**config.mk**
```make
export PLATFORM = sky130hd
export DESIGN_NAME = svce_ctrl
export DESIGN_NICKNAME = d
export VERILOG_FILES = /design/src/hdl/svce_pkg.sv /design/src/hdl/svce_ctrl.sv
export VERILOG_INCLUDE_DIRS = /design/src /design/src/hdl
export SDC_FILE = /design/constraint.sdc
export NUM_CORES = 1
export LEC_CHECK = 0
export BUFFER_PORTS_ARGS = -buffer_cell sky130_fd_sc_hd__buf_2
export CELL_PAD_IN_SITES_DETAIL_PLACEMENT = 0
export CELL_PAD_IN_SITES_GLOBAL_PLACEMENT = 1
export CORE_UTILIZATION = 38
export CTS_CLUSTER_SIZE = 30
export DETAILED_ROUTE_END_ITERATION = 8
export HOLD_SLACK_MARGIN = 0.02
export PLACE_DENSITY = 0.78
export SLEW_MARGIN = 0
export SYNTH_ARGS = -nofsm -noshare
export SYNTH_HDL_FRONTEND = slang
export SYNTH_SLANG_ARGS = --single-unit
```
**constraint.sdc**
```tcl
create_clock -name clk_i -period 1.8 [get_ports clk_i]
set_input_delay 0.09 -clock clk_i [delete_from_list [all_inputs] [get_ports clk_i]]
set_output_delay 0.09 -clock clk_i [all_outputs]
set_load 0.01 [all_outputs]
```
**src/hdl/assert_macros.svh**
```systemverilog
// Assertion macros shared by the stack machine RTL.
`ifndef ASSERT_MACROS_SVH
`define ASSERT_MACROS_SVH

// Property checked on every clock edge outside reset.
`define SVCE_ASSERT(lbl, prop, msg) \
  lbl: assert property (@(posedge clk_i) disable iff (!rst_ni) prop) else $error(msg);

// Condition that must never be true outside reset.
`define SVCE_NEVER(lbl, expr, msg) \
  lbl: assert property (@(posedge clk_i) disable iff (!rst_ni) !(expr)) else $error(msg);

`endif

```
**src/hdl/svce_pkg.sv**
```systemverilog
// Types, constants and control structs of the stack machine command executor.
package svce_pkg;

  localparam int unsigned MEM_WORDS = 32768;
  localparam int unsigned AW        = $clog2(MEM_WORDS);
  localparam int unsigned DW        = 16;
  localparam int unsigned NPTR      = 5;

  localparam logic [2:0] PTR_SP   = 3'd0;
  localparam logic [2:0] PTR_LCL  = 3'd1;
  localparam logic [2:0] PTR_ARG  = 3'd2;
  localparam logic [2:0] PTR_THIS = 3'd3;
  localparam logic [2:0] PTR_THAT = 3'd4;

  localparam logic [15:0] SP_INIT      = 16'd256;
  localparam logic [15:0] LCL_INIT     = 16'd256;
  localparam logic [15:0] ARG_INIT     = 16'd256;
  localparam logic [15:0] THIS_INIT    = 16'd3000;
  localparam logic [15:0] THAT_INIT    = 16'd3010;
  localparam logic [15:0] POINTER_BASE = 16'd3;
  localparam logic [15:0] TEMP_BASE    = 16'd5;
  localparam logic [15:0] STATIC_BASE  = 16'd16;
  localparam logic [15:0] BOTTOM_FRAME = 16'd256;
  localparam logic [15:0] FRAME_WORDS  = 16'd5;

  typedef enum logic [3:0] {
    K_NOP    = 4'd0,
    K_PUSH   = 4'd1,
    K_POP    = 4'd2,
    K_ADD    = 4'd3,
    K_SUB    = 4'd4,
    K_EQ     = 4'd5,
    K_NEG    = 4'd6,
    K_GT     = 4'd7,
    K_LT     = 4'd8,
    K_AND    = 4'd9,
    K_OR     = 4'd10,
    K_NOT    = 4'd11,
    K_GOTO   = 4'd12,
    K_IFGOTO = 4'd13,
    K_CALL   = 4'd14,
    K_RETURN = 4'd15
  } kind_e;

  typedef enum logic [2:0] {
    SEG_LOCAL    = 3'd0,
    SEG_ARGUMENT = 3'd1,
    SEG_OBJ      = 3'd2,
    SEG_ARR      = 3'd3,
    SEG_POINTER  = 3'd4,
    SEG_TEMP     = 3'd5,
    SEG_STATIC   = 3'd6,
    SEG_CONSTANT = 3'd7
  } segment_e;

  typedef enum logic [1:0] {
    FAULT_NONE    = 2'd0,
    FAULT_SEGMENT = 2'd1,
    FAULT_UNKNOWN = 2'd2
  } fault_e;

  typedef enum logic [2:0] {
    A_SEG  = 3'd0,
    A_SP   = 3'd1,
    A_SPM1 = 3'd2,
    A_ARG  = 3'd3,
    A_FRM  = 3'd4
  } asel_e;

  typedef enum logic [2:0] {
    D_RDV  = 3'd0,
    D_ALU  = 3'd1,
    D_OPND = 3'd2,
    D_FALL = 3'd3,
    D_PTR  = 3'd4,
    D_ZERO = 3'd5
  } dsel_e;

  typedef enum logic [1:0] {
    SP_NONE = 2'd0,
    SP_INC  = 2'd1,
    SP_DEC  = 2'd2,
    SP_ARG1 = 2'd3
  } spop_e;

  typedef enum logic [2:0] {
    N_KEEP    = 3'd0,
    N_OPND    = 3'd1,
    N_OPND_NZ = 3'd2,
    N_ENTRY   = 3'd3,
    N_RDV     = 3'd4
  } nsel_e;

  typedef struct packed {
    kind_e       kind;
    segment_e    segment;
    logic [14:0] operand;
    logic [15:0] fall_through;
    logic [15:0] callee_entry;
    logic [7:0]  callee_args;
    logic [7:0]  callee_locals;
  } req_t;

  typedef struct packed {
    logic [15:0] next_address;
    logic        halted;
    fault_e      fault;
  } res_t;

  typedef struct packed {
    logic       start;
    logic       clear;
    logic       rd;
    logic       wr;
    asel_e      asel;
    dsel_e      dsel;
    logic [2:0] idx;
    logic [2:0] fidx;
    logic       ld;
    spop_e      spop;
    logic       b_ld;
    logic       frm_ld;
    logic       call_set;
    logic       cnt_dec;
    nsel_e      nsel;
    logic       res_ld;
    logic       halted;
    fault_e     fault;
  } cmd_t;

  typedef struct packed {
    logic clr_done;
    logic cnt_zero;
    logic bottom;
  } stat_t;

endpackage

```
**src/hdl/svce_ctrl.sv**
```systemverilog
// Controller: sequences each command into RAM and register steps for the datapath.
`include "assert_macros.svh"

module svce_ctrl (
  input  logic               clk_i,
  input  logic               rst_ni,
  input  logic               in_valid_i,
  output logic               in_ready_o,
  input  svce_pkg::kind_e    in_kind_i,
  input  svce_pkg::segment_e in_segment_i,
  output logic               out_valid_o,
  input  logic               out_ready_i,
  output svce_pkg::cmd_t     cmd_o,
  input  svce_pkg::stat_t    stat_i
);

  import svce_pkg::*;

  typedef enum logic [4:0] {
    S_CLEAR  = 5'b00001,
    S_IDLE   = 5'b00010,
    S_RUN    = 5'b00100,
    S_FILL   = 5'b01000,
    S_FINISH = 5'b10000
  } state_e;

  state_e   state_q, state_d;
  kind_e    kind_q;
  segment_e seg_q;
  logic [3:0] step_q, step_d;
  logic     halt_q, halt_d;
  logic     out_valid_q, out_valid_d;
  logic     last;

  always_comb begin
    cmd_o   = '0;
    last    = 1'b0;
    state_d = state_q;
    step_d  = step_q;
    halt_d  = halt_q;
    case (state_q)
      S_CLEAR: begin
        cmd_o.clear = 1'b1;
        if (stat_i.clr_done) begin
          state_d = S_IDLE;
        end
      end
      S_IDLE: begin
        if (in_valid_i) begin
          cmd_o.start = 1'b1;
          step_d      = 4'd0;
          halt_d      = 1'b0;
          state_d     = S_RUN;
        end
      end
      S_RUN: begin
        step_d = step_q + 4'd1;
        unique case (kind_q)
          K_NOP: begin
            last = 1'b1;
          end
          K_PUSH: begin
            if (seg_q == SEG_CONSTANT) begin
              cmd_o.wr   = 1'b1;
              cmd_o.asel = A_SP;
              cmd_o.dsel = D_OPND;
              cmd_o.spop = SP_INC;
              last       = 1'b1;
            end else if (step_q == 4'd0) begin
              cmd_o.rd   = 1'b1;
              cmd_o.asel = A_SEG;
            end else begin
              cmd_o.wr   = 1'b1;
              cmd_o.asel = A_SP;
              cmd_o.dsel = D_RDV;
              cmd_o.spop = SP_INC;
              last       = 1'b1;
            end
          end
          K_POP: begin
            if (seg_q == SEG_CONSTANT) begin
              last = 1'b1;
            end else if (step_q == 4'd0) begin
              cmd_o.rd   = 1'b1;
              cmd_o.asel = A_SPM1;
              cmd_o.spop = SP_DEC;
            end else begin
              cmd_o.wr   = 1'b1;
              cmd_o.asel = A_SEG;
              cmd_o.dsel = D_RDV;
              last       = 1'b1;
            end
          end
          K_ADD, K_SUB, K_EQ, K_GT, K_LT, K_AND, K_OR: begin
            if (step_q == 4'd0) begin
              cmd_o.rd   = 1'b1;
              cmd_o.asel = A_SPM1;
              cmd_o.spop = SP_DEC;
            end else if (step_q == 4'd1) begin
              cmd_o.b_ld = 1'b1;
              cmd_o.rd   = 1'b1;
              cmd_o.asel = A_SPM1;
              cmd_o.spop = SP_DEC;
            end else begin
              cmd_o.wr   = 1'b1;
              cmd_o.asel = A_SP;
              cmd_o.dsel = D_ALU;
              cmd_o.spop = SP_INC;
              last       = 1'b1;
            end
          end
          K_NEG, K_NOT: begin
            if (step_q == 4'd0) begin
              cmd_o.rd   = 1'b1;
              cmd_o.asel = A_SPM1;
              cmd_o.spop = SP_DEC;
            end else begin
              cmd_o.wr   = 1'b1;
              cmd_o.asel = A_SP;
              cmd_o.dsel = D_ALU;
              cmd_o.spop = SP_INC;
              last       = 1'b1;
            end
          end
          K_GOTO: begin
            cmd_o.nsel = N_OPND;
            last       = 1'b1;
          end
          K_IFGOTO: begin
            if (step_q == 4'd0) begin
              cmd_o.rd   = 1'b1;
              cmd_o.asel = A_SPM1;
              cmd_o.spop = SP_DEC;
            end else begin
              cmd_o.nsel = N_OPND_NZ;
              last       = 1'b1;
            end
          end
          K_CALL: begin
            if (step_q < 4'd5) begin
              cmd_o.wr   = 1'b1;
              cmd_o.asel = A_SP;
              cmd_o.dsel = (step_q == 4'd0) ? D_FALL : D_PTR;
              cmd_o.idx  = step_q[2:0];
              cmd_o.spop = SP_INC;
            end else begin
              cmd_o.call_set = 1'b1;
              cmd_o.nsel     = N_ENTRY;
              last           = 1'b1;
            end
          end
          K_RETURN: begin
            unique case (step_q)
              4'd0: begin
                cmd_o.frm_ld = 1'b1;
                if (stat_i.bottom) begin
                  halt_d = 1'b1;
                  last   = 1'b1;
                end
              end
              4'd1: begin
                cmd_o.rd   = 1'b1;
                cmd_o.asel = A_FRM;
                cmd_o.fidx = 3'd5;
              end
              4'd2: begin
                cmd_o.nsel = N_RDV;
                cmd_o.rd   = 1'b1;
                cmd_o.asel = A_SPM1;
                cmd_o.spop = SP_DEC;
              end
              4'd3: begin
                cmd_o.wr   = 1'b1;
                cmd_o.asel = A_ARG;
                cmd_o.dsel = D_RDV;
              end
              4'd4: begin
                cmd_o.spop = SP_ARG1;
                cmd_o.rd   = 1'b1;
                cmd_o.asel = A_FRM;
                cmd_o.fidx = 3'd1;
              end
              // The return steps that load THAT, THIS and ARG also start the next frame read.
              4'd5: begin
                cmd_o.ld   = 1'b1;
                cmd_o.idx  = PTR_THAT;
                cmd_o.rd   = 1'b1;
                cmd_o.asel = A_FRM;
                cmd_o.fidx = 3'd2;
              end
              4'd6: begin
                cmd_o.ld   = 1'b1;
                cmd_o.idx  = PTR_THIS;
                cmd_o.rd   = 1'b1;
                cmd_o.asel = A_FRM;
                cmd_o.fidx = 3'd3;
              end
              4'd7: begin
                cmd_o.ld   = 1'b1;
                cmd_o.idx  = PTR_ARG;
                cmd_o.rd   = 1'b1;
                cmd_o.asel = A_FRM;
                cmd_o.fidx = 3'd4;
              end
              default: begin
                cmd_o.ld  = 1'b1;
                cmd_o.idx = PTR_LCL;
                last      = 1'b1;
              end
            endcase
          end
        endcase
        if (last) begin
          state_d = (kind_q == K_CALL) ? S_FILL : S_FINISH;
        end
      end
      S_FILL: begin
        if (stat_i.cnt_zero) begin
          state_d = S_FINISH;
        end else begin
          cmd_o.wr      = 1'b1;
          cmd_o.asel    = A_SP;
          cmd_o.dsel    = D_ZERO;
          cmd_o.spop    = SP_INC;
          cmd_o.cnt_dec = 1'b1;
        end
      end
      S_FINISH: begin
        if (!out_valid_q || out_ready_i) begin
          cmd_o.res_ld = 1'b1;
          cmd_o.halted = halt_q;
          cmd_o.fault  = (kind_q == K_POP && seg_q == SEG_CONSTANT) ? FAULT_SEGMENT
                                                                    : FAULT_NONE;
          state_d      = S_IDLE;
        end
      end
      default: begin
        state_d = S_CLEAR;
      end
    endcase
  end

  always_comb begin
    out_valid_d = out_valid_q;
    if (cmd_o.res_ld) begin
      out_valid_d = 1'b1;
    end else if (out_ready_i) begin
      out_valid_d = 1'b0;
    end
  end

  always_ff @(posedge clk_i or negedge rst_ni) begin
    if (!rst_ni) begin
      state_q     <= S_CLEAR;
      step_q      <= 4'd0;
      halt_q      <= 1'b0;
      out_valid_q <= 1'b0;
      kind_q      <= K_NOP;
      seg_q       <= SEG_LOCAL;
    end else begin
      state_q     <= state_d;
      step_q      <= step_d;
      halt_q      <= halt_d;
      out_valid_q <= out_valid_d;
      if (cmd_o.start) begin
        kind_q <= in_kind_i;
        seg_q  <= in_segment_i;
      end
    end
  end

  assign in_ready_o  = (state_q == S_IDLE);
  assign out_valid_o = out_valid_q;

  `SVCE_ASSERT(a_no_result_overwrite, cmd_o.res_ld |-> (!out_valid_q || out_ready_i), "pending result overwritten")
  `SVCE_ASSERT(a_accept_starts_run, (in_valid_i && in_ready_o) |=> (state_q == S_RUN), "accepted request did not start")
  `SVCE_NEVER(a_no_accept_in_clear, (state_q == S_CLEAR) && in_ready_o, "request accepted during RAM clear")

endmodule

```
[Yosys cells after proc, flatten, opt, wreduce, memory -nomap -nowiden]
Index checks and enable logic that the tools add are counted.
Widths: inputs -> output; s select.
Word-level totals
  register bits: 18
  bits in latches: 0
  RAM bits: 0
  bits in read-only memories: 0
  bits of input ports: 14
  output and inout port bits: 32
  memories kept: 0
Cells by class
  add/sub/neg operators: 1
  multiply operators: 0
  div/mod/pow operators: 0
  $lt $le $gt $ge: 1
  eq/ne operators: 36
  shifts and indexed selects: 0
  mux-type cells: 86
  bitwise operators: 0
  reduce and logical (&&, ||, !) cells: 19
Operator list (number)
  $mux 1: 37
  $eq 4x3->1 const B: 8
  $eq 4x4->1 const B: 8
  $mux 5: 6
  $pmux 3 s5: 2
  $pmux 5 s5: 1
  $pmux 3 s4: 2
  $mux 2: 11
  $mux 7: 3
  $pmux 3 s7: 1
  $eq 4x2->1 const B: 4
  $mux 4: 4
  $mux 3: 5
  $ne 2x2->1 const B: 7
  $pmux 2 s7: 1
  $pmux 7 s2: 1
  $reduce_or 7->1: 2
  $pmux 1 s6: 2
  $mux 10: 1
  $reduce_and 5->1: 2
  $reduce_or 5->1: 2
  $pmux 3 s3: 1
  $eq 4x1->1 const B: 2
  $logic_not 4->1: 2
  other kinds (23): 28

[Longest topological paths before layout]
  depth in word-level cells: 7
  mapped depth: 8
  mapped depth without buffers: 7

[Worst setup path after synthesis]
OpenSTA, ideal clock, no wires.
  kind: register -> output
  start point: reg step_q[0]
  end point: out cmd_o[4] in the netlist's numbering
  data arrival time: 1.727 ns
  path slack: -0.017 ns
  stages on the path, launching flop included: 6
  buffers on the path: 0
  cells stage by stage: dfrtp_1 inv_1 ha_1 nand2b_1 and2_1 a2111oi_0
RTL lines
  from (decl): RTL line svce_ctrl.sv:30  | logic [3:0] step_q, step_d;
  from (signal assigned): RTL line svce_ctrl.sv:262  | step_q <= step_d;
  to (decl): RTL line svce_ctrl.sv:13  | output svce_pkg::cmd_t cmd_o,

==> impl_metrics.yaml <==
outcome:
  status: "finished with violations"
  failed_checks: "negative setup slack"
placement:
  port_buffers: 44
  dp_slack_ns: -0.114
  dp_hpwl_um: 3920
  dpl.cell_count: 346
  gp_congestion: 0.857
clocking:
  cts_root_buf: "clkbuf_8"
  htreeDepth: 1
  cts_tree: "built"
  clock_latency_ns: 0.27
  clock_path_buffers: 2
  cts.clk_slew.worst_paths_ns: 0.09
  numCtsBuffers: 3
  clkSinkCount: 18
setup_path:
  start_kind: "flop"
  cp.arrival_ns: 2.05
  path_common_cell: "or3_1"
  critPathTopFamily: "simple AND/OR/NAND/NOR gates"
  slowest_stage: "dfrtp_1"
  worstPathCellList: "inv_2 > buf_6 > ha_4 > or3_1 > a21oi_2 > or3_1 > a311oi_2 > buf_2"
  required_ns: 1.71
  crit_type: "flop to output pin"
  crit_fanout: 3
  crit_path_start: "step_q[0]"
  crit_buf_inv: 3
  timing.rr.start: "step_q[1]"
  cp-end-kind: "output pin"
  max_stage_delay_ns: 0.41
yosys:
  synth_warnings: 0
  synth_top_family_by_area: "simple AND/OR/NAND/NOR gates"
  synthArstFlopShare_pct: 100
  synthesis.nets: 240
  synth-adder-area-share_pct: 3.65
  ys_top_cells_by_area: "dfrtp_1, nand2_1, buf_4"
  synth_flop_cell: "dfrtp_1"
  ys_seq_area_share_pct: 26.4
  synth_compound_area_share_pct: 22.1
  synth_top_area_share_pct: 24.8
  yosys.area_share.simple_pct: 34.5
  synth_cell_types: 61
  synth_edf_count: 0
  yosysMostFrequentCell: "nand2_1"
  avgSynthCellArea_um2: 7.76
  synth_top_cells_by_count: "nand2_1, dfrtp_1, nor2_1"
  synthMuxAreaShare_pct: 1.17
  synth_xor_area_share_pct: 1.53
  syn_area_um2: 1710
  synth_seq_cells: 18
  yosysTopAreaCell: "dfrtp_1"
  syn_inst: 221
global_route:
  antenna_found_initial: 0
  grt_max_degree: 19
  grt_pass1_vias: 2050
  grt_overflow: 0
  grt_pass1_wl_um: 9640
  grt_usage_pct: 24.8
timing:
  max_freq_mhz: 467
  whs_ns: 0.0132
  fin_skew_ns: 0.0127
  finalCriticalPeriod_ns: 2.14
  finalCritPeriodShare_pct: 119
  setup_tns_ns: -3.17
  hold_violations: 0
  timing.final.ws_setup_ns: -0.339
  drv_slew: 0
  rsz0062_at_grt: "true"
  finalSetupViolCount: 18
floorplanning:
  dieArea_um2: 4780
  start_util_pct: 39.4
  fp.coreArea_um2: 4350
  die_x_um: 69.2
  rows: 24
  num_io_pins: 46
  die_y_um: 69.2
route:
  vias: 2057
  drtPass1Iterations: 4
  routed_wl_um: 6000
  vias_per_cell: 5.54
  drtIter0Drc: 110
  drtAntennaViolNets: 0
  routedWlPerCell_um: 16.2
  drc_errors: 0
worst_hold_path:
  min-delay-start: "in_kind_i[1]"
  hp-class: "primary input to flop"
finish:
  final_cells: 371
  antennaDiodeCount: 0
  finalNetCount: 339
  area_growth_pct: 61.5
  drive_gt1_share_pct: 57.4
power_and_ir_drop:
  p_leak_uw: 0.00128
  power_density_nw_per_um2: 1590
  ir_worst_vdd_mv: 0.658
  p_total_uw: 4390
run:
  maxCapViolations: 0
## through the flow
stage	util [%]	instance area, um2
6_report	63.6	2770
5_1_grt	63.6	2770
4_1_cts	58.6	2550
3_5_place_dp	50.9	2220
3_3_place_gp	50.9	2220
2_1_floorplan	-	1720
## cell usage in the layout, fill, tap and decap left out, types with 3 or more instances in the layout
cell           instances
o21ai_0                6
clkbuf_8               4
nand3_1                6
inv_2                  3
o31ai_1                3
nor2_1                12
dlygate4sd3_1          4
nor2_2                 5
nand2_1               35
buf_2                 42
a21oi_2                7
and2_4                 3
nand3_2                3
inv_1                  7
nor3_1                 4
buf_6                 10
nor3_2                 6
dfrtp_2                3
ha_4                   4
dfrtp_1               14
buf_4                 55
o21ai_1                8
## cell type report
type	instances	area, um2
clock buffer	4	55.1
fill	349	1590
inverter	11	45.0
multi-input combinational	174	1360
sequential	18	455
tap	52	65.1
timing repair buffer	112	791
## final timing paths
path                                to  slack, ns  cells after the start
setup / recovery             cmd_o[27]      -0.34                      8
hold / removal               kind_q[1]       0.01                      3
setup reg to reg            state_q[2]      -0.12                      9
hold reg to reg               seg_q[2]       0.48                      2
max in group asynchronous   state_q[0]       1.19                      2
min in group asynchronous  out_valid_o       0.28                      2
## registers in the layout (all words and copies together) (netlist names)
name / count
state_q: 5
kind_q: 4
step_q: 4
out_valid_o: 1
halt_q: 1
seg_q: 3
## repair_timing
| item | CTS | global route |
|---|---|---|
| hold buffers | 3 | 1 |
| hold endpoints to repair | 19 | 1 |
| setup buffers | 10 | 9 |
| endpoints found under the setup margin | 22 | 27 |
| gates resized for setup | 44 | 36 |
| pin swaps | 16 | 9 |
## per-layer routing
layer	up-vias	global-route usage (%)	share of wire, %
li1	977	-	-
met1	977	30.8	41
met2	77	42.3	49
met3	26	3.95	5.9
met4	0	10.9	3.8
met5	-	0	0
## kinds of logic (layout without fill, tap and decap cells)
| kind of cell | Yosys count | in the layout |
|---|---|---|
| xor gates and xnor gates | 3 | 3 |
| AOI/OAI and AO/OA | 53 | 53 |
| other | 1 | 1 |
| DFF | 18 | 18 |
| muxes | 2 | 2 |
| buffers and inverters | 29 | 127 |
| and+or+nand+nor | 110 | 110 |
| adders and majority gates | 5 | 5 |
## tightest hold or removal path, stage by stage
cell and delay [ns]:
buf_2 0.07, nand2_1 0.03, o21ai_0 0.06
## report_power, final
group          switching (uW)  leakage (uW)  internal (uW)
Clock                     168     0.0000288            195
Combinational            1650       0.00102           1620
Sequential                204      0.000230            553
Note: power is estimated with default switching activity, not from simulation.
